==> config.mk <==
export PLATFORM = sky130hd
export DESIGN_NAME = sorted_note_sequencer_flat
export DESIGN_NICKNAME = d
export VERILOG_FILES = /design/src/design/snsq_pkg.sv /design/src/design/snsq_channels.sv /design/src/design/snsq_ram.sv /design/src/design/snsq_ctrl.sv /design/src/design/snsq_datapath.sv /design/src/design/sorted_note_sequencer.sv /design/src/flat_wrapper.sv
export SDC_FILE = /design/constraint.sdc
export NUM_CORES = 1
export LEC_CHECK = 0
export ABC_AREA = 1
export BUFFER_PORTS_ARGS = -buffer_cell sky130_fd_sc_hd__buf_2
export CAP_MARGIN = 40
export CORE_UTILIZATION = 25
export CTS_CLUSTER_DIAMETER = 50
export CTS_CLUSTER_SIZE = 16
export DETAILED_ROUTE_END_ITERATION = 8
export GPL_TIMING_DRIVEN = 0
export SLEW_MARGIN = 20
export SYNTH_ARGS = -nofsm -noshare
export SYNTH_HDL_FRONTEND = slang
export SYNTH_SLANG_ARGS = --single-unit
==> constraint.sdc <==
create_clock -name clk -period 8.6 [get_ports clk]
set_input_delay 0.43 -clock clk [delete_from_list [all_inputs] [get_ports clk]]
set_output_delay 0.43 -clock clk [all_outputs]
set_load 0.1 [all_outputs]
==> src/design/snsq_pkg.sv <==
// Shared types and constants for the sorted note sequencer.
package snsq_pkg;

  typedef enum logic [2:0] {
    CMD_TOGGLE = 3'd0,
    CMD_ADD    = 3'd1,
    CMD_REMOVE = 3'd2,
    CMD_TICK   = 3'd3,
    CMD_TRIM   = 3'd4
  } cmd_t;

  localparam logic [1:0] ST_DONE    = 2'd0;
  localparam logic [1:0] ST_FULL    = 2'd1;
  localparam logic [1:0] ST_NOMATCH = 2'd2;

  typedef enum logic [1:0] {
    ADDR_IDX,
    ADDR_IDX_M1,
    ADDR_NEXT
  } addr_sel_t;

  typedef enum logic [4:0] {
    S_IDLE,
    S_DEL_RD,
    S_DEL_CMP,
    S_DEL_END,
    S_INS_CHK,
    S_INS_RD,
    S_INS_CMP,
    S_INS_END,
    S_TRIM_RD,
    S_TRIM_CMP,
    S_TRIM_END,
    S_TICK_CHK,
    S_TICK_DIV,
    S_TICK_PH,
    S_TICK_RD,
    S_TICK_CMP,
    S_DONE
  } state_t;

  typedef struct packed {
    logic       latch_in;
    logic       idx_clr;
    logic       idx_load_count;
    logic       idx_inc;
    logic       idx_dec;
    logic       rd_en;
    addr_sel_t  rd_sel;
    logic       wr_en;
    addr_sel_t  wr_sel;
    logic       wr_p;
    logic       found_set;
    logic       del_commit;
    logic       ins_commit;
    logic       trim_commit;
    logic       status_set;
    logic [1:0] status_code;
    logic       div_load;
    logic       div_step;
    logic       phase_commit;
    logic       next_clr;
    logic       fire_commit;
    logic       out_load;
  } dp_cmd_t;

  typedef struct packed {
    logic idx_eq_count;
    logic idx_zero;
    logic found;
    logic rd_eq_p;
    logic rd_gt_p;
    logic rd_ge_end;
    logic full;
    logic count_zero;
    logic none_pending;
    logic phase_lt_prev;
    logic div_last;
    logic phase_ge_rd;
  } dp_sts_t;

endpackage

==> src/design/snsq_channels.sv <==
// Valid/ready channel interfaces for command words and result words.
interface snsq_in_if;
  logic        valid;
  logic        ready;
  logic [2:0]  cmd;
  logic [15:0] note_position;
  logic [23:0] beat_time;

  modport source (output valid, cmd, note_position, beat_time, input ready);
  modport sink   (input valid, cmd, note_position, beat_time, output ready);
endinterface

interface snsq_out_if;
  logic       valid;
  logic       ready;
  logic       fire;
  logic [1:0] status;
  logic [5:0] note_count;

  modport source (output valid, fire, status, note_count, input ready);
  modport sink   (input valid, fire, status, note_count, output ready);
endinterface

==> src/design/snsq_ram.sv <==
// Generic single write port, single read port RAM with registered read.
module snsq_ram #(
  parameter int WIDTH = 16,
  parameter int DEPTH = 32
) (
  input  logic                     clk,
  input  logic                     wr_en,
  input  logic [$clog2(DEPTH)-1:0] wr_addr,
  input  logic [WIDTH-1:0]         wr_data,
  input  logic                     rd_en,
  input  logic [$clog2(DEPTH)-1:0] rd_addr,
  output logic [WIDTH-1:0]         rd_data
);
  logic [WIDTH-1:0] mem [DEPTH];

  always_ff @(posedge clk) begin
    if (wr_en) begin
      mem[wr_addr] <= wr_data;
    end
    if (rd_en) begin
      rd_data <= mem[rd_addr];
    end
  end
endmodule

==> src/design/snsq_ctrl.sv <==
// Controller state machine: sequences table walks, division and result hand-off.
module snsq_ctrl (
  input  logic              clk,
  input  logic              rst,
  input  logic              in_valid,
  input  logic [2:0]        in_cmd,
  output logic              in_ready,
  output logic              out_valid,
  input  logic              out_ready,
  input  snsq_pkg::dp_sts_t sts,
  output snsq_pkg::dp_cmd_t cmd
);
  snsq_pkg::state_t state, state_next;
  logic is_toggle;
  logic out_valid_next;

  always_ff @(posedge clk) begin
    if (rst) begin
      state     <= snsq_pkg::S_IDLE;
      out_valid <= 1'b0;
      is_toggle <= 1'b0;
    end else begin
      state     <= state_next;
      out_valid <= out_valid_next;
      if (cmd.latch_in) begin
        is_toggle <= (in_cmd == snsq_pkg::CMD_TOGGLE);
      end
    end
  end

  always_comb begin
    state_next = state;
    cmd        = '0;
    in_ready   = 1'b0;
    unique case (state)
      snsq_pkg::S_IDLE: begin
        in_ready = 1'b1;
        if (in_valid) begin
          cmd.latch_in = 1'b1;
          cmd.idx_clr  = 1'b1;
          unique case (in_cmd)
            snsq_pkg::CMD_TOGGLE, snsq_pkg::CMD_REMOVE: state_next = snsq_pkg::S_DEL_RD;
            snsq_pkg::CMD_ADD:  state_next = snsq_pkg::S_INS_CHK;
            snsq_pkg::CMD_TICK: state_next = snsq_pkg::S_TICK_CHK;
            snsq_pkg::CMD_TRIM: state_next = snsq_pkg::S_TRIM_RD;
            default:            state_next = snsq_pkg::S_DONE;
          endcase
        end
      end
      snsq_pkg::S_DEL_RD: begin
        if (sts.idx_eq_count) begin
          state_next = snsq_pkg::S_DEL_END;
        end else begin
          cmd.rd_en  = 1'b1;
          cmd.rd_sel = snsq_pkg::ADDR_IDX;
          state_next = snsq_pkg::S_DEL_CMP;
        end
      end
      snsq_pkg::S_DEL_CMP: begin
        // after the match, pull every later entry down by one
        if (sts.found) begin
          cmd.wr_en   = 1'b1;
          cmd.wr_sel  = snsq_pkg::ADDR_IDX_M1;
          cmd.idx_inc = 1'b1;
          state_next  = snsq_pkg::S_DEL_RD;
        end else if (sts.rd_eq_p) begin
          cmd.found_set = 1'b1;
          cmd.idx_inc   = 1'b1;
          state_next    = snsq_pkg::S_DEL_RD;
        end else if (sts.rd_gt_p) begin
          state_next = snsq_pkg::S_DEL_END;
        end else begin
          cmd.idx_inc = 1'b1;
          state_next  = snsq_pkg::S_DEL_RD;
        end
      end
      snsq_pkg::S_DEL_END: begin
        if (sts.found) begin
          cmd.del_commit = 1'b1;
          state_next     = snsq_pkg::S_DONE;
        end else if (is_toggle) begin
          state_next = snsq_pkg::S_INS_CHK;
        end else begin
          cmd.status_set  = 1'b1;
          cmd.status_code = snsq_pkg::ST_NOMATCH;
          state_next      = snsq_pkg::S_DONE;
        end
      end
      snsq_pkg::S_INS_CHK: begin
        if (sts.full) begin
          cmd.status_set  = 1'b1;
          cmd.status_code = snsq_pkg::ST_FULL;
          state_next      = snsq_pkg::S_DONE;
        end else begin
          cmd.idx_load_count = 1'b1;
          state_next         = snsq_pkg::S_INS_RD;
        end
      end
      snsq_pkg::S_INS_RD: begin
        if (sts.idx_zero) begin
          cmd.wr_en  = 1'b1;
          cmd.wr_sel = snsq_pkg::ADDR_IDX;
          cmd.wr_p   = 1'b1;
          state_next = snsq_pkg::S_INS_END;
        end else begin
          cmd.rd_en  = 1'b1;
          cmd.rd_sel = snsq_pkg::ADDR_IDX_M1;
          state_next = snsq_pkg::S_INS_CMP;
        end
      end
      snsq_pkg::S_INS_CMP: begin
        // walk down from the top, shifting larger entries up one slot
        cmd.wr_en  = 1'b1;
        cmd.wr_sel = snsq_pkg::ADDR_IDX;
        if (sts.rd_gt_p) begin
          cmd.idx_dec = 1'b1;
          state_next  = snsq_pkg::S_INS_RD;
        end else begin
          cmd.wr_p   = 1'b1;
          state_next = snsq_pkg::S_INS_END;
        end
      end
      snsq_pkg::S_INS_END: begin
        cmd.ins_commit = 1'b1;
        state_next     = snsq_pkg::S_DONE;
      end
      snsq_pkg::S_TRIM_RD: begin
        if (sts.idx_eq_count) begin
          state_next = snsq_pkg::S_TRIM_END;
        end else begin
          cmd.rd_en  = 1'b1;
          cmd.rd_sel = snsq_pkg::ADDR_IDX;
          state_next = snsq_pkg::S_TRIM_CMP;
        end
      end
      snsq_pkg::S_TRIM_CMP: begin
        if (sts.rd_ge_end) begin
          state_next = snsq_pkg::S_TRIM_END;
        end else begin
          cmd.idx_inc = 1'b1;
          state_next  = snsq_pkg::S_TRIM_RD;
        end
      end
      snsq_pkg::S_TRIM_END: begin
        cmd.trim_commit = 1'b1;
        state_next      = snsq_pkg::S_DONE;
      end
      snsq_pkg::S_TICK_CHK: begin
        if (sts.count_zero) begin
          state_next = snsq_pkg::S_DONE;
        end else begin
          cmd.div_load = 1'b1;
          state_next   = snsq_pkg::S_TICK_DIV;
        end
      end
      snsq_pkg::S_TICK_DIV: begin
        cmd.div_step = 1'b1;
        if (sts.div_last) begin
          state_next = snsq_pkg::S_TICK_PH;
        end
      end
      snsq_pkg::S_TICK_PH: begin
        cmd.phase_commit = 1'b1;
        if (!sts.none_pending) begin
          state_next = snsq_pkg::S_TICK_RD;
        end else if (sts.phase_lt_prev) begin
          cmd.next_clr = 1'b1;
          state_next   = snsq_pkg::S_TICK_RD;
        end else begin
          state_next = snsq_pkg::S_DONE;
        end
      end
      snsq_pkg::S_TICK_RD: begin
        cmd.rd_en  = 1'b1;
        cmd.rd_sel = snsq_pkg::ADDR_NEXT;
        state_next = snsq_pkg::S_TICK_CMP;
      end
      snsq_pkg::S_TICK_CMP: begin
        if (sts.phase_ge_rd) begin
          cmd.fire_commit = 1'b1;
        end
        state_next = snsq_pkg::S_DONE;
      end
      snsq_pkg::S_DONE: begin
        // hold until the output register is free
        if (!out_valid || out_ready) begin
          cmd.out_load = 1'b1;
          state_next   = snsq_pkg::S_IDLE;
        end
      end
      default: state_next = snsq_pkg::S_IDLE;
    endcase
  end

  always_comb begin
    if (cmd.out_load) begin
      out_valid_next = 1'b1;
    end else if (out_ready) begin
      out_valid_next = 1'b0;
    end else begin
      out_valid_next = out_valid;
    end
  end
endmodule

==> src/design/snsq_datapath.sv <==
// Datapath: note table, counters, loop-length register, phase divider, result register.
module snsq_datapath #(
  parameter int MAX_NOTES = 32,
  parameter int FRAC_BITS = 8
) (
  input  logic              clk,
  input  logic              rst,
  input  logic              cfg_wr_en,
  input  logic [7:0]        cfg_wr_data,
  input  logic [15:0]       note_position,
  input  logic [23:0]       beat_time,
  input  snsq_pkg::dp_cmd_t cmd,
  output snsq_pkg::dp_sts_t sts,
  output logic              fire,
  output logic [1:0]        status,
  output logic [5:0]        note_count
);
  localparam int AW   = $clog2(MAX_NOTES);
  localparam int IW   = $clog2(MAX_NOTES + 1);
  localparam int PH_W = 8 + FRAC_BITS;
  localparam int Q_W  = 24 - FRAC_BITS;
  localparam int SW   = $clog2(Q_W + 1);
  localparam logic [23:0] FRAC_MASK = (24'd1 << FRAC_BITS) - 24'd1;

  logic [7:0]      loop_length;
  logic [IW-1:0]   count;
  logic [IW-1:0]   next_idx;
  logic [IW-1:0]   idx;
  logic [IW-1:0]   idx_m1;
  logic [IW-1:0]   where;
  logic            found;
  logic [PH_W-1:0] last_phase;
  logic [15:0]     pos_p;
  logic [23:0]     beat;
  logic [7:0]      rem;
  logic [Q_W-1:0]  qsh;
  logic [SW-1:0]   steps;
  logic            fire_w;
  logic [1:0]      status_w;

  logic [8:0]      loop_beats;
  logic [31:0]     loop_end;
  logic [8:0]      rem_shift;
  logic [7:0]      rem_next;
  logic [PH_W-1:0] phase;
  logic [AW-1:0]   rd_addr;
  logic [AW-1:0]   wr_addr;
  logic [15:0]     wr_data;
  logic [15:0]     rd_data;

  // a zero register means 256 beats
  assign loop_beats = {loop_length == 8'd0, loop_length};
  assign loop_end   = 32'(loop_beats) << FRAC_BITS;
  assign idx_m1     = idx - IW'(1);

  // one restoring division step on the whole-beat part
  assign rem_shift = {rem, qsh[Q_W-1]};
  assign rem_next  = (rem_shift >= loop_beats) ? 8'(rem_shift - loop_beats) : rem_shift[7:0];
  assign phase     = (PH_W'(rem) << FRAC_BITS) | PH_W'(beat & FRAC_MASK);

  always_comb begin
    unique case (cmd.rd_sel)
      snsq_pkg::ADDR_IDX:    rd_addr = idx[AW-1:0];
      snsq_pkg::ADDR_IDX_M1: rd_addr = idx_m1[AW-1:0];
      snsq_pkg::ADDR_NEXT:   rd_addr = next_idx[AW-1:0];
      default:               rd_addr = idx[AW-1:0];
    endcase
    unique case (cmd.wr_sel)
      snsq_pkg::ADDR_IDX:    wr_addr = idx[AW-1:0];
      snsq_pkg::ADDR_IDX_M1: wr_addr = idx_m1[AW-1:0];
      snsq_pkg::ADDR_NEXT:   wr_addr = next_idx[AW-1:0];
      default:               wr_addr = idx[AW-1:0];
    endcase
  end

  assign wr_data = cmd.wr_p ? pos_p : rd_data;

  snsq_ram #(
    .WIDTH (16),
    .DEPTH (MAX_NOTES)
  ) u_table (
    .clk     (clk),
    .wr_en   (cmd.wr_en),
    .wr_addr (wr_addr),
    .wr_data (wr_data),
    .rd_en   (cmd.rd_en),
    .rd_addr (rd_addr),
    .rd_data (rd_data)
  );

  always_comb begin
    sts.idx_eq_count  = (idx == count);
    sts.idx_zero      = (idx == '0);
    sts.found         = found;
    sts.rd_eq_p       = (rd_data == pos_p);
    sts.rd_gt_p       = (rd_data > pos_p);
    sts.rd_ge_end     = (32'(rd_data) >= loop_end);
    sts.full          = (count >= IW'(MAX_NOTES));
    sts.count_zero    = (count == '0);
    sts.none_pending  = (next_idx >= count);
    sts.phase_lt_prev = (phase < last_phase);
    sts.div_last      = (steps == SW'(Q_W - 1));
    sts.phase_ge_rd   = (32'(last_phase) >= 32'(rd_data));
  end

  always_ff @(posedge clk) begin
    if (rst) begin
      loop_length <= 8'd4;
      count       <= '0;
      next_idx    <= '0;
      last_phase  <= '0;
      found       <= 1'b0;
    end else begin
      if (cfg_wr_en) begin
        loop_length <= cfg_wr_data;
      end
      if (cmd.latch_in) begin
        found <= 1'b0;
      end else if (cmd.found_set) begin
        found <= 1'b1;
      end
      if (cmd.phase_commit) begin
        last_phase <= phase;
      end
      if (cmd.del_commit) begin
        count <= count - IW'(1);
        if (next_idx > where) begin
          next_idx <= next_idx - IW'(1);
        end
      end else if (cmd.ins_commit) begin
        count <= count + IW'(1);
        if (next_idx >= count) begin
          next_idx <= '0;
        end else if (idx <= next_idx) begin
          next_idx <= next_idx + IW'(1);
        end
      end else if (cmd.trim_commit) begin
        count <= idx;
        if (next_idx > idx) begin
          next_idx <= idx;
        end
      end else if (cmd.next_clr) begin
        next_idx <= '0;
      end else if (cmd.fire_commit) begin
        next_idx <= next_idx + IW'(1);
      end
    end
  end

  always_ff @(posedge clk) begin
    if (cmd.latch_in) begin
      pos_p    <= note_position;
      beat     <= beat_time;
      fire_w   <= 1'b0;
      status_w <= snsq_pkg::ST_DONE;
    end else begin
      if (cmd.status_set) begin
        status_w <= cmd.status_code;
      end
      if (cmd.fire_commit) begin
        fire_w <= 1'b1;
      end
    end
    if (cmd.idx_clr) begin
      idx <= '0;
    end else if (cmd.idx_load_count) begin
      idx <= count;
    end else if (cmd.idx_inc) begin
      idx <= idx + IW'(1);
    end else if (cmd.idx_dec) begin
      idx <= idx_m1;
    end
    if (cmd.found_set) begin
      where <= idx;
    end
    if (cmd.div_load) begin
      rem   <= '0;
      qsh   <= Q_W'(beat >> FRAC_BITS);
      steps <= '0;
    end else if (cmd.div_step) begin
      rem   <= rem_next;
      qsh   <= qsh << 1;
      steps <= steps + SW'(1);
    end
    if (cmd.out_load) begin
      fire       <= fire_w;
      status     <= status_w;
      note_count <= 6'(count);
    end
  end
endmodule

==> src/design/sorted_note_sequencer.sv <==
// Top level of the sorted note sequencer: controller, datapath and checks.
//
//   channel  | dir | payload                          | handshake
//   item     | in  | cmd, note_position, beat_time    | valid/ready
//   result   | out | fire, status, note_count         | valid/ready
//   cfg      | in  | cfg_wr_data (loop_length)        | cfg_wr_en, no wait
//
// One word is worked at a time; the note table is a single-port-read RAM walked
// entry by entry through a read state and a compare state. Tick runs the
// bit-serial phase divider. A finished result sits in the output register while
// the next word is accepted; a stalled result holds the last state only.
// Reset clears the count, the next-note index and the phase; table contents are not cleared.
module sorted_note_sequencer #(
  parameter int MAX_NOTES = 32,
  parameter int FRAC_BITS = 8
) (
  input  logic       clk,
  input  logic       rst,
  input  logic       cfg_wr_en,
  input  logic [7:0] cfg_wr_data,
  snsq_in_if.sink    item,
  snsq_out_if.source result
);
  snsq_pkg::dp_cmd_t dp_cmd;
  snsq_pkg::dp_sts_t dp_sts;

  snsq_ctrl u_ctrl (
    .clk       (clk),
    .rst       (rst),
    .in_valid  (item.valid),
    .in_cmd    (item.cmd),
    .in_ready  (item.ready),
    .out_valid (result.valid),
    .out_ready (result.ready),
    .sts       (dp_sts),
    .cmd       (dp_cmd)
  );

  snsq_datapath #(
    .MAX_NOTES (MAX_NOTES),
    .FRAC_BITS (FRAC_BITS)
  ) u_dp (
    .clk           (clk),
    .rst           (rst),
    .cfg_wr_en     (cfg_wr_en),
    .cfg_wr_data   (cfg_wr_data),
    .note_position (item.note_position),
    .beat_time     (item.beat_time),
    .cmd           (dp_cmd),
    .sts           (dp_sts),
    .fire          (result.fire),
    .status        (result.status),
    .note_count    (result.note_count)
  );

`ifndef SYNTHESIS
  a_one_at_a_time: assert property (@(posedge clk) disable iff (rst)
    item.valid && item.ready |=> !item.ready)
    else $error("new word accepted while one is in work");

  a_fire_is_done: assert property (@(posedge clk) disable iff (rst)
    result.valid && result.fire |-> result.status == snsq_pkg::ST_DONE)
    else $error("fire with a non-done status");

  a_insert_has_room: assert property (@(posedge clk) disable iff (rst)
    dp_cmd.ins_commit |-> !dp_sts.full)
    else $error("insert committed into a full table");
`endif
endmodule
==> src/flat_wrapper.sv <==
// flat-port wrapper written by rule: the top's interface ports become plain ports
module sorted_note_sequencer_flat 
#(
  parameter int MAX_NOTES = 32,
  parameter int FRAC_BITS = 8
)
  (clk, rst, cfg_wr_en, cfg_wr_data, item_valid, item_cmd, item_note_position, item_beat_time, item_ready, result_valid, result_fire, result_status, result_note_count, result_ready);
  snsq_in_if item_i ();
  snsq_out_if result_i ();
  input  logic clk;
  input  logic rst;
  input  logic cfg_wr_en;
  input  logic [7:0] cfg_wr_data;
  input wire logic [$bits(item_i.valid)-1:0] item_valid;
  input wire logic [$bits(item_i.cmd)-1:0] item_cmd;
  input wire logic [$bits(item_i.note_position)-1:0] item_note_position;
  input wire logic [$bits(item_i.beat_time)-1:0] item_beat_time;
  output wire logic [$bits(item_i.ready)-1:0] item_ready;
  output wire logic [$bits(result_i.valid)-1:0] result_valid;
  output wire logic [$bits(result_i.fire)-1:0] result_fire;
  output wire logic [$bits(result_i.status)-1:0] result_status;
  output wire logic [$bits(result_i.note_count)-1:0] result_note_count;
  input wire logic [$bits(result_i.ready)-1:0] result_ready;
  assign item_i.valid = item_valid;
  assign item_i.cmd = item_cmd;
  assign item_i.note_position = item_note_position;
  assign item_i.beat_time = item_beat_time;
  assign item_ready = item_i.ready;
  assign result_valid = result_i.valid;
  assign result_fire = result_i.fire;
  assign result_status = result_i.status;
  assign result_note_count = result_i.note_count;
  assign result_i.ready = result_ready;
  sorted_note_sequencer #(.MAX_NOTES(MAX_NOTES), .FRAC_BITS(FRAC_BITS)) u_core (.clk(clk), .rst(rst), .cfg_wr_en(cfg_wr_en), .cfg_wr_data(cfg_wr_data), .item(item_i), .result(result_i));
endmodule
==> summary.md, run 1 <==
| Metric | Value |
|---|---|
| Grt total ovfl | 0 |
| Residual DRC count | 0 |
| Final TNS setup | 0 ns |
| Mapped Avg Cell Area | 11.2 um2 |
| Crit path time final | 4.51 ns |
| H-tree Lvls | 3 |
| Worst Setup Start Kind | flop |
| Most common cell in the netlist | edfxtp_1 |
| Fin area | 35600 um2 |
| Placed Instances | 4277 |
| Dpl cell area | 32800 um2 |
| Resized cells post-CTS | 0 |
| Setup Skew | 0.0333 ns |
| Worst path slowest cell | ha_1 |
| Max-slew headroom | 0.436 |
| First-pass GRT wire length | 127000 um |
| Die area | 119000 um2 |
| CP max stage delay | 0.44 ns |
| GPL Wtd Cong | 0.966 |
| CTS root buffer | clkbuf_16 |
| Number of antenna violations at the first check in global routing | 1 |
| Area Overhead vs Synth | 20.7% |
| CP Data Arrival Time | 4.90 ns |
| HP Class | in -> reg |
| Required time worst endpoint | 8.99 ns |
| Clk sink count | 665 |
| CTS tree | built |
| Clock share of power | 0.308 |
| DRT iter0 DRCs | 2114 |
| Crit-path cells | inv_1, ha_1, nand3_1, nor3_1, nor2_1, ha_1, inv_2, nand3_2, nand2_2, inv_2, buf_2, buf_2, nor2_1, o211ai_1, nand3_1, o21ai_1, inv_1, o21ai_1 |
| Critical Setup Path Class | reg -> reg |
| Final non-filler cell total | 4438 |
| Clock buffer count from CTS | 71 |
| Share of layout cells above drive strength 1 | 0.144 |
| Synth Cell Area | 29500 um2 |
| Top cells by area, synth | edfxtp_1 61%, o21ai_0 6.3%, dfxtp_1 4.5%, nor2_1 4.4%, ha_1 3.9% |
| DP Worst Slack | 4.17 ns |
| Vias in the first global route | 20200 |
| Fin nets | 3009 |
| Worst-Margin Slew | 0.846 ns |
| Top post-synthesis cells by count | 599 x edfxtp_1, 374 x o21ai_0, 347 x nor2_1 |
| Syn Nets | 2790 |
| Sequential Power Share | 0.392 |
| Filler Cells Inserted | 11700 |
| Switch Pwr | 3.77 mW |
| Ys async rst share | 0 |
| Mapped Cells | 2640 |
| Crit path buf inv count | 6 |
| Drt wl/cell | 19.0 um |
| Cell taking the most area after synthesis | edfxtp_1 |
| VDD IR max | 0.136 mV |
| Vias after detailed routing | 21200 |
| Comb pwr share | 0.301 |
| Post-synthesis cell type count | 51 |
| Slew Viols, Final | 0 |
| Final ANT Viol Nets | 0 |
| Height of the die | 345 um |
| Die X | 345 um |
| Core ar. | 117000 um2 |
| Max Cap Viol | 0 |
| Synth Register Bits | 665 |
| Share of the synthesized area in the top cell type | 0.610 |
| Post-DP HPWL | 60400 um |
| PD cells | 289 nW/um2 |
| Top Ports | 67 |
| Clock slew at reported path FFs | 0.07 ns |
| Initial core utilization | 0.253 |
| Unrepaired setup endpoints after global routing | false |
| Final hold vios | 0 |
| Worst skew pair latency | 0.64 ns |
| Final setup vio count | 0 |
| EDFF count, synth | 599 |
| FMAX | 222 MHz |
| Internal power | 6.54 mW |
| Clock Path Buffers | 3 |
| Post-CTS Setup Bufs | 0 |
| Ys Warns | 0 |
| Slack of the critical path | 4.09 ns |
| DRT Wirelength | 84300 um |
| Seq/Total Area, Yosys | 0.655 |
| All-Layer GR Usage | 0.137 |
| Predominant post-synthesis flop cell | edfxtp_1 |
| Average vias per placed instance | 4.78 |
| Largest net degree at the start of global routing | 28 |
| Period utilisation layout | 0.524 |
| Switch share | 0.366 |
| Hold buffers post-CTS | 27 |
| Worst path top cell family by delay | buffers and inverters |
| Leak | 12.6 nW |
| Status | completed |
| Port Buf Inserts | 65 |
| Row Count | 125 |
| TritonRoute pass-1 iters | 5 |
| CP max FO | 10 |
| Crit. End Element | flop |
==> routing by layer <==
| metal | vias to the layer above | share of wire | GRT usage |
|---|---|---|---|
| met4 | 0 | 0.024 | 0.0349 |
| li1 | 9908 | - | - |
| met5 | - | 0 | 0 |
| met1 | 10300 | 0.45 | 0.190 |
| met3 | 143 | 0.069 | 0.0225 |
| met2 | 831 | 0.46 | 0.223 |
==> layout by cell type, fill, tap and decap left out, types with 66 or more instances in the layout <==
cell type and count:
a21oi_1 90, buf_2 113, clkbuf_16 71, dfxtp_1 66, edfxtp_1 599, ha_1 93, inv_1 206, nand2_1 267
nand3_1 85, nor2_1 314, o21ai_0 358, o21ai_1 67, o22ai_1 66
==> metrics by stage <==
step / total power [mW] / utilization / hold WS [ns]
after floorplan: 5.83 / - / 0.403
after global placement: 6.95 / 0.272 / 0.411
after detailed placement: 7.14 / 0.282 / 0.415
after CTS: 10.3 / 0.305 / 0.00126
after global routing: 10.7 / 0.306 / 0.00421
final: 10.3 / 0.306 / 0.0285
==> cells by family after synthesis <==
logic type	count (synthesis)	share of synthesized area
AND/OR/NAND/NOR	791	0.113
AO/OA/AOI/OAI	716	0.137
flip-flops	665	0.655
buffers and inverters	352	0.0492
adder cells (fa/ha/maj)	94	0.0401
XOR/XNOR	22	0.00653
==> power by group through the flow <==
| stage | clock (mW) | combinational (mW) | sequential [mW] |
|---|---|---|---|
| final | 3.17 | 3.10 | 4.04 |
| after global placement | 0 | 2.78 | 4.17 |
| after floorplan | 0 | 1.72 | 4.12 |
| after detailed placement | 0 | 3.04 | 4.10 |
| after global routing | 3.33 | 3.33 | 4.05 |
| after CTS | 3.21 | 3.06 | 4.04 |
==> flip-flops by register name (all words and copies together), names as in the netlist, 8 cells and up <==
register	count
u_core.u_dp.beat	24
u_core.u_dp.last_phase	16
u_core.u_dp.loop_length	8
u_core.u_dp.pos_p	16
u_core.u_dp.qsh	16
u_core.u_dp.rem	8
u_core.u_dp.u_table.mem	512
u_core.u_dp.u_table.rd_data	16
==> final cells by class <==
type	count	area, um2	share of cell area
Sequential cell	665	19300	0.542
Multi-Input combinational cell	1623	9010	0.253
Tap cell	1524	1910	0.0536
Clock buffer	75	1800	0.0506
Timing Repair Buffer	146	1500	0.0422
Inverter	224	841	0.0236
Clock inverter	52	622	0.0175
Buffer	128	612	0.0172
Antenna cell	1	2.50	0.0000703
==> final timing paths <==
path / startpoint / slack, ns / depth (start not counted) / to
min reg2reg: u_core.u_dp.idx[4] / 0.43 / 0 / u_core.u_dp.where[4]
max reg2reg: u_core.u_dp.idx[1] / 4.09 / 18 / u_core.u_dp.u_table.rd_data[7]
min: item_beat_time[4] / 0.03 / 1 / u_core.u_dp.beat[4]
max: u_core.u_dp.idx[1] / 4.09 / 18 / u_core.u_dp.u_table.rd_data[7]
Power figures use the tool's default switching activity.
==> run 2, diff against run 1 <==
==> constraint.sdc (replaced) <==
create_clock -name clk -period 4.3 [get_ports clk]
set_input_delay 0.215 -clock clk [delete_from_list [all_inputs] [get_ports clk]]
set_output_delay 0.215 -clock clk [all_outputs]
set_load 0.1 [all_outputs]
==> run 2 against run 1 <==
Compared with the run above: utilization up 0.37 points; count of clock-buffer cells in the layout grew 5; non-clock buffer count grew 27; combinational power is 100% higher; die area stayed put; maximum frequency grew 11%; register-to-register slack worse by 3.9 ns; clock skew down 0.0086 ns; largest power group unchanged.
==> summary.md, run 2 (same netlist as run 1, synthesis figures left out) <==
| Metric | Value |
|---|---|
| Status | completed (unchanged) |
| Clock buffer count from CTS | 73 (was 71) |
| PD cells | 577 nW/um2 (was 289 nW/um2) |
| CTS tree | built (unchanged) |
| Die area | 119000 um2 (unchanged) |
| Final ANT Viol Nets | 0 (unchanged) |
| Average vias per placed instance | 4.80 (was 4.78) |
| DRT Wirelength | 85100 um (was 84300 um) |
| Area Overhead vs Synth | 22.2% (was 20.7%) |
| Worst Setup Start Kind | flop (unchanged) |
| TritonRoute pass-1 iters | 8 (was 5) |
| DP Worst Slack | -0.106 ns (was 4.17 ns) |
| Clock Path Buffers | 3 (unchanged) |
| VDD IR max | 0.309 mV (was 0.136 mV) |
| # diodes | 0 (was 1) |
| Vias in the first global route | 20600 (was 20200) |
| Largest net degree at the start of global routing | 31 (was 28) |
| Largest regs | u_core.u_dp.u_table.mem x512, u_core.u_dp.beat x24 (unchanged) |
| Max Cap Viol | 0 (unchanged) |
| Worst-Margin Slew | 0.835 ns (was 0.846 ns) |
| All-Layer GR Usage | 0.138 (was 0.137) |
| Max FFs per register | 512 (unchanged) |
| Unrepaired setup endpoints after global routing | false (unchanged) |
| Height of the die | 345 um (unchanged) |
| Core ar. | 117000 um2 (unchanged) |
| Leak | 12.8 nW (was 12.6 nW) |
| Top Ports | 67 (unchanged) |
| Critical Setup Path Class | reg -> reg (unchanged) |
| Grt total ovfl | 0 (unchanged) |
| Port Buf Inserts | 65 (unchanged) |
| Total power | 20.8 mW (was 10.3 mW) |
| Slack of the critical path | 0.226 ns (was 4.09 ns) |
| Multi-input gate area | 9040 um2 (was 9010 um2) |
| Crit path time final | 4.07 ns (was 4.51 ns) |
| Crit. End Element | flop (unchanged) |
| Dpl cell area | 32800 um2 (about the same) |
| Max-slew headroom | 0.442 (was 0.436) |
| Die X | 345 um (unchanged) |
| Residual DRC count | 0 (unchanged) |
| Worst skew pair latency | 0.64 ns (about the same) |
| GPL Wtd Cong | 0.948 (was 0.966) |
| H-tree Lvls | 3 (unchanged) |
| CP max FO | 10 (unchanged) |
| Largest Register | u_core.u_dp.u_table.mem (unchanged) |
| Row Count | 125 (unchanged) |
| Clock slew at reported path FFs | 0.07 ns (about the same) |
| FF+latch area | 19300 um2 (about the same) |
| DRT iter0 DRCs | 2362 (was 2114) |
| Initial core utilization | 0.253 (unchanged) |
| Number of antenna violations at the first check in global routing | 2 (was 1) |
| Clk sink count | 665 (unchanged) |
| Final non-filler cell total | 4468 (was 4438) |
| Final setup vio count | 0 (unchanged) |
| Drt wl/cell | 19.0 um (about the same) |
| Share of layout cells above drive strength 1 | 0.149 (was 0.144) |
| CP Data Arrival Time | 4.52 ns (was 4.90 ns) |
| CTS root buffer | clkbuf_16 (unchanged) |
| Most common cell after layout, fill and taps aside | edfxtp_1 (unchanged) |
| Filler Cells Inserted | 11600 (was 11700) |
| Post-DP HPWL | 60500 um (was 60400 um) |
| Fin nets | 3038 (was 3009) |
| First-pass GRT wire length | 127000 um (about the same) |
| Setup Skew | 0.0246 ns (was 0.0333 ns) |
| Period utilisation layout | 0.947 (was 0.524) |
| FMAX | 245 MHz (was 222 MHz) |
| Fin area | 36000 um2 (was 35600 um2) |
| Placed Instances | 4275 (was 4277) |
| Final hold vios | 0 (unchanged) |
| Commonest non-fill, non-tap cells in the layout | 599 x edfxtp_1, 358 x o21ai_0, 313 x nor2_1, 267 x nand2_1, 206 x inv_1 (was 599 x edfxtp_1, 358 x o21ai_0, 314 x nor2_1, 267 x nand2_1, 206 x inv_1) |
| Required time worst endpoint | 4.74 ns (was 8.99 ns) |
| Vias after detailed routing | 21400 (was 21200) |
| Slew Viols, Final | 0 (unchanged) |
| HP Class | in -> reg (unchanged) |
==> run 2: changes by cell type in the layout (fill, tap and decap cells not counted), moves of 3 or more <==
cell           before  now
dlygate4sd3_1      29   55
clkbuf_2            1   10
clkbuf_1           65   57
buf_8              15    9
buf_6              22   27
clkbuf_16          71   76
inv_6              12    7
buf_2             113  109
clkinv_8            9   13
buf_16             15   18
clkinv_4            5    2
==> run 2: per-layer routing <==
layer / wire (um) / GRT usage
met1: 36600 / 0.187
met4: 2470 / 0.0424
met5: 13 / 0
met3: 6490 / 0.0228
met2: 39500 / 0.225
==> run 2: layout make-up <==
type / count / area share
Inverter: 224 / 0.0233
Clock buffer: 80 / 0.0532
Tap cell: 1524 / 0.0529
Sequential cell: 665 / 0.536
Clock inverter: 51 / 0.0165
Timing Repair Buffer: 173 / 0.0498
Multi-Input combinational cell: 1623 / 0.251
Buffer: 128 / 0.0176
==> run 2: repair_timing <==
item,CTS,global route
resized for setup,7,22
hold buffers,55,0
pin swaps,0,0
endpoints found under the hold margin,54,0
setup endpoints to repair,7,15
buffers inserted,0,0
==> run 2: worst paths after layout <==
check	startpoint	endpoint	slack [ns]	depth (start not counted)
worst max-delay path	u_core.u_dp.idx[1]	u_core.u_dp.u_table.rd_data[8]	0.23	18
worst min register to register	u_core.u_dp.idx[4]	u_core.u_dp.where[4]	0.43	0
worst min-delay path	cfg_wr_en	u_core.u_dp.loop_length[1]	0.04	4
worst max register to register	u_core.u_dp.idx[1]	u_core.u_dp.u_table.rd_data[8]	0.23	18
==> run 2: through the flow <==
step           utilization  TNS [ns]  hold WS, ns
2_1_floorplan            -         0        0.314
3_3_place_gp         0.272   -951.71        0.393
3_5_place_dp         0.282    -0.396        0.393
4_1_cts              0.308         0      0.00271
5_1_grt              0.309         0       0.0523
6_report             0.309         0       0.0365
==> run 2: report_power, final <==
| part | internal (mW) | leakage, nW | switching [mW] |
|---|---|---|---|
| logic | 1.85 | 5.62 | 4.41 |
| registers | 7.83 | 5.95 | 0.259 |
| clock network | 3.56 | 1.20 | 2.89 |
==> run 2: worst max-delay path, stage by stage, from the launching register on <==
cell      delay, ns
dfxtp_2        0.39
inv_1          0.21
ha_1           0.22
nand3_1        0.11
nor3_1         0.24
nor2_1         0.11
ha_2           0.42
inv_2          0.10
nand3_2        0.10
nand2_4        0.13
inv_2          0.12
clkbuf_4       0.28
buf_2          0.27
nor2_1         0.07
o211ai_1       0.31
nand3_1        0.16
o21ai_1        0.30
inv_1          0.11
o21ai_2        0.23
==> run 3, diff against run 2 <==
==> constraint.sdc (replaced) <==
create_clock -name clk -period 4.2 [get_ports clk]
set_input_delay 0.21 -clock clk [delete_from_list [all_inputs] [get_ports clk]]
set_output_delay 0.21 -clock clk [all_outputs]
set_load 0.1 [all_outputs]
==> run 3 against run 2 <==
Compared with the run above: via count increased by 0.11%; flip-flop and latch count unchanged; utilization about the same; largest power group unchanged.
==> summary.md, run 3 (same netlist as run 1, synthesis figures left out) <==
| Metric | Value |
|---|---|
| Fin area | 36100 um2 (was 36000 um2) |
| Clock Path Buffers | 3 (unchanged) |
| Core ar. | 117000 um2 (unchanged) |
| Final setup vio count | 0 (unchanged) |
| DRT Wirelength | 85300 um (was 85100 um) |
| Vias after detailed routing | 21500 (was 21400) |
| Clock buffer count from CTS | 73 (unchanged) |
| All-Layer GR Usage | 0.138 (about the same) |
| Period utilisation layout | 0.971 (was 0.947) |
| Final ANT Viol Nets | 0 (unchanged) |
| Highest routed layer | met5 (unchanged) |
| Die X | 345 um (unchanged) |
| Setup Skew | 0.0301 ns (was 0.0246 ns) |
| Number of antenna violations at the first check in global routing | 2 (unchanged) |
| Top Ports | 67 (unchanged) |
| Row Count | 125 (unchanged) |
| Initial core utilization | 0.253 (unchanged) |
| Worst Setup Start Kind | flop (unchanged) |
| Worst-Margin Slew | 0.836 ns (was 0.835 ns) |
| First-pass GRT wire length | 127000 um (about the same) |
| Area Overhead vs Synth | 22.3% (was 22.2%) |
| Die area | 119000 um2 (unchanged) |
| Commonest non-fill, non-tap cells in the layout | 599 x edfxtp_1, 358 x o21ai_0, 313 x nor2_1, 267 x nand2_1, 206 x inv_1 (unchanged) |
| Max FFs per register | 512 (unchanged) |
| Metal-1 WL | 37000 um (was 36600 um) |
| DRT iter0 DRCs | 2325 (was 2362) |
| Post-DP HPWL | 60500 um (unchanged) |
| Largest Register | u_core.u_dp.u_table.mem (unchanged) |
| Leak | 12.8 nW (about the same) |
| Worst skew pair latency | 0.64 ns (about the same) |
| Port Buf Inserts | 65 (unchanged) |
| Crit path time final | 4.08 ns (was 4.07 ns) |
| Met2 wire length | 39600 um (was 39500 um) |
| Clk sink count | 665 (unchanged) |
| Critical Setup Path Class | reg -> reg (unchanged) |
| # diodes | 0 (unchanged) |
| Residual DRC count | 0 (unchanged) |
| Unrepaired setup endpoints after global routing | true (was false) |
| Fin nets | 3040 (was 3038) |
| PD cells | 591 nW/um2 (was 577 nW/um2) |
| Height of the die | 345 um (unchanged) |
| Most common cell after layout, fill and taps aside | edfxtp_1 (unchanged) |
| Crit. End Element | flop (unchanged) |
| Post-CTS Setup Bufs | 0 (unchanged) |
| Max Cap Viol | 0 (unchanged) |
| Slew Viols, Final | 0 (unchanged) |
| Vias in the first global route | 20600 (about the same) |
| Dpl cell area | 32800 um2 (unchanged) |
| VDD IR max | 0.315 mV (was 0.309 mV) |
| Clock slew at reported path FFs | 0.07 ns (about the same) |
| Final hold vios | 0 (unchanged) |
| Required time worst endpoint | 4.60 ns (was 4.74 ns) |
| Largest net degree at the start of global routing | 31 (unchanged) |
| Met3 WL | 6170 um (was 6490 um) |
| CTS tree | built (unchanged) |
| H-tree Lvls | 3 (unchanged) |
| Share of layout cells above drive strength 1 | 0.151 (was 0.149) |
| Final TNS setup | 0 ns (unchanged) |
| Average vias per placed instance | 4.80 (about the same) |
| TritonRoute pass-1 iters | 6 (was 8) |
| Max-slew headroom | 0.441 (was 0.442) |
| CP max FO | 10 (unchanged) |
| CP Data Arrival Time | 4.48 ns (was 4.52 ns) |
| Grt total ovfl | 0 (unchanged) |
| FMAX | 245 MHz (about the same) |
| HP Class | in -> reg (unchanged) |
| Largest regs | u_core.u_dp.u_table.mem x512, u_core.u_dp.beat x24 (unchanged) |
| GPL Wtd Cong | 0.948 (unchanged) |
| Status | completed (unchanged) |
| CTS root buffer | clkbuf_16 (unchanged) |
| Drt wl/cell | 19.1 um (was 19.0 um) |
run 3: changes by cell type in the layout (fill, tap and decap cells not counted):
cell and change:
clkbuf_4 -2, clkbuf_1 -2, clkbuf_2 +2, o21ai_1 -3, dlygate4sd3_1 +2, o21ai_2 +3, buf_4 +2, nand3_1 -1
nand3_2 +1
run 3: worst paths after layout:
kind / from / endpoint / slack [ns] / depth (start not counted)
max: u_core.u_dp.idx[1] / u_core.u_dp.u_table.rd_data[5] / 0.12 / 18
min: cfg_wr_en / u_core.u_dp.loop_length[7] / 0.05 / 4
max reg2reg: u_core.u_dp.idx[1] / u_core.u_dp.u_table.rd_data[5] / 0.12 / 18
min reg2reg: u_core.u_dp.idx[4] / u_core.u_dp.where[4] / 0.43 / 0
run 3: where the power goes:
part	leakage, nW	switching [mW]	internal [mW]
registers	5.95	0.266	8.01
clock network	1.20	2.97	3.64
logic	5.64	4.53	1.91
total	12.8	7.76	13.6
run 3: critical path, cell delays in order (launching register included):
cell and delay (ns):
dfxtp_2 0.39, inv_1 0.21, ha_1 0.22, nand3_1 0.11
nor3_1 0.24, nor2_1 0.11, ha_2 0.42, inv_2 0.10
nand3_2 0.10, o21ai_4 0.12, inv_2 0.14, buf_4 0.25
buf_2 0.27, o21ai_0 0.12, o211ai_1 0.29, nand3_1 0.16
o21ai_1 0.20, inv_1 0.08, o21ai_1 0.32
run 3: area by class of cell:
type | count | area, um2
plain buffers | 128 | 636
clock buffers | 80 | 1920
clock inverters | 51 | 593
fillers | 11600 | 80400
inverters | 224 | 841
multi-input cells | 1623 | 9050
flip-flops and latches | 665 | 19300
well taps | 1524 | 1910
repair buffers | 175 | 1810
run 3: layer usage:
layer,vias up,track usage
met4,2,0.0429
met5,-,0
met1,10400,0.187
met3,158,0.0228
met2,889,0.224
li1,9980,-
run 3: through the flow:
stage	total power [mW]	utilization	hold WS, ns	std cells	setup slack [ns]
after floorplan	11.9	-	0.309	2640	0.331
after global placement	14.2	0.272	0.388	4229	-2.61
after detailed placement	14.6	0.282	0.388	4275	-0.206
after CTS	21.3	0.309	0.0142	4463	0.0187
after global routing	22.2	0.310	0.0488	4470	-0.0389
final	21.3	0.310	0.0452	4470	0.121
run 3: repair_timing:
| action | CTS | global route |
|---|---|---|
| hold endpoints to repair | 54 | 0 |
| hold buffers | 57 | 0 |
| endpoints found under the setup margin | 11 | 16 |
| resized for setup | 13 | 22 |
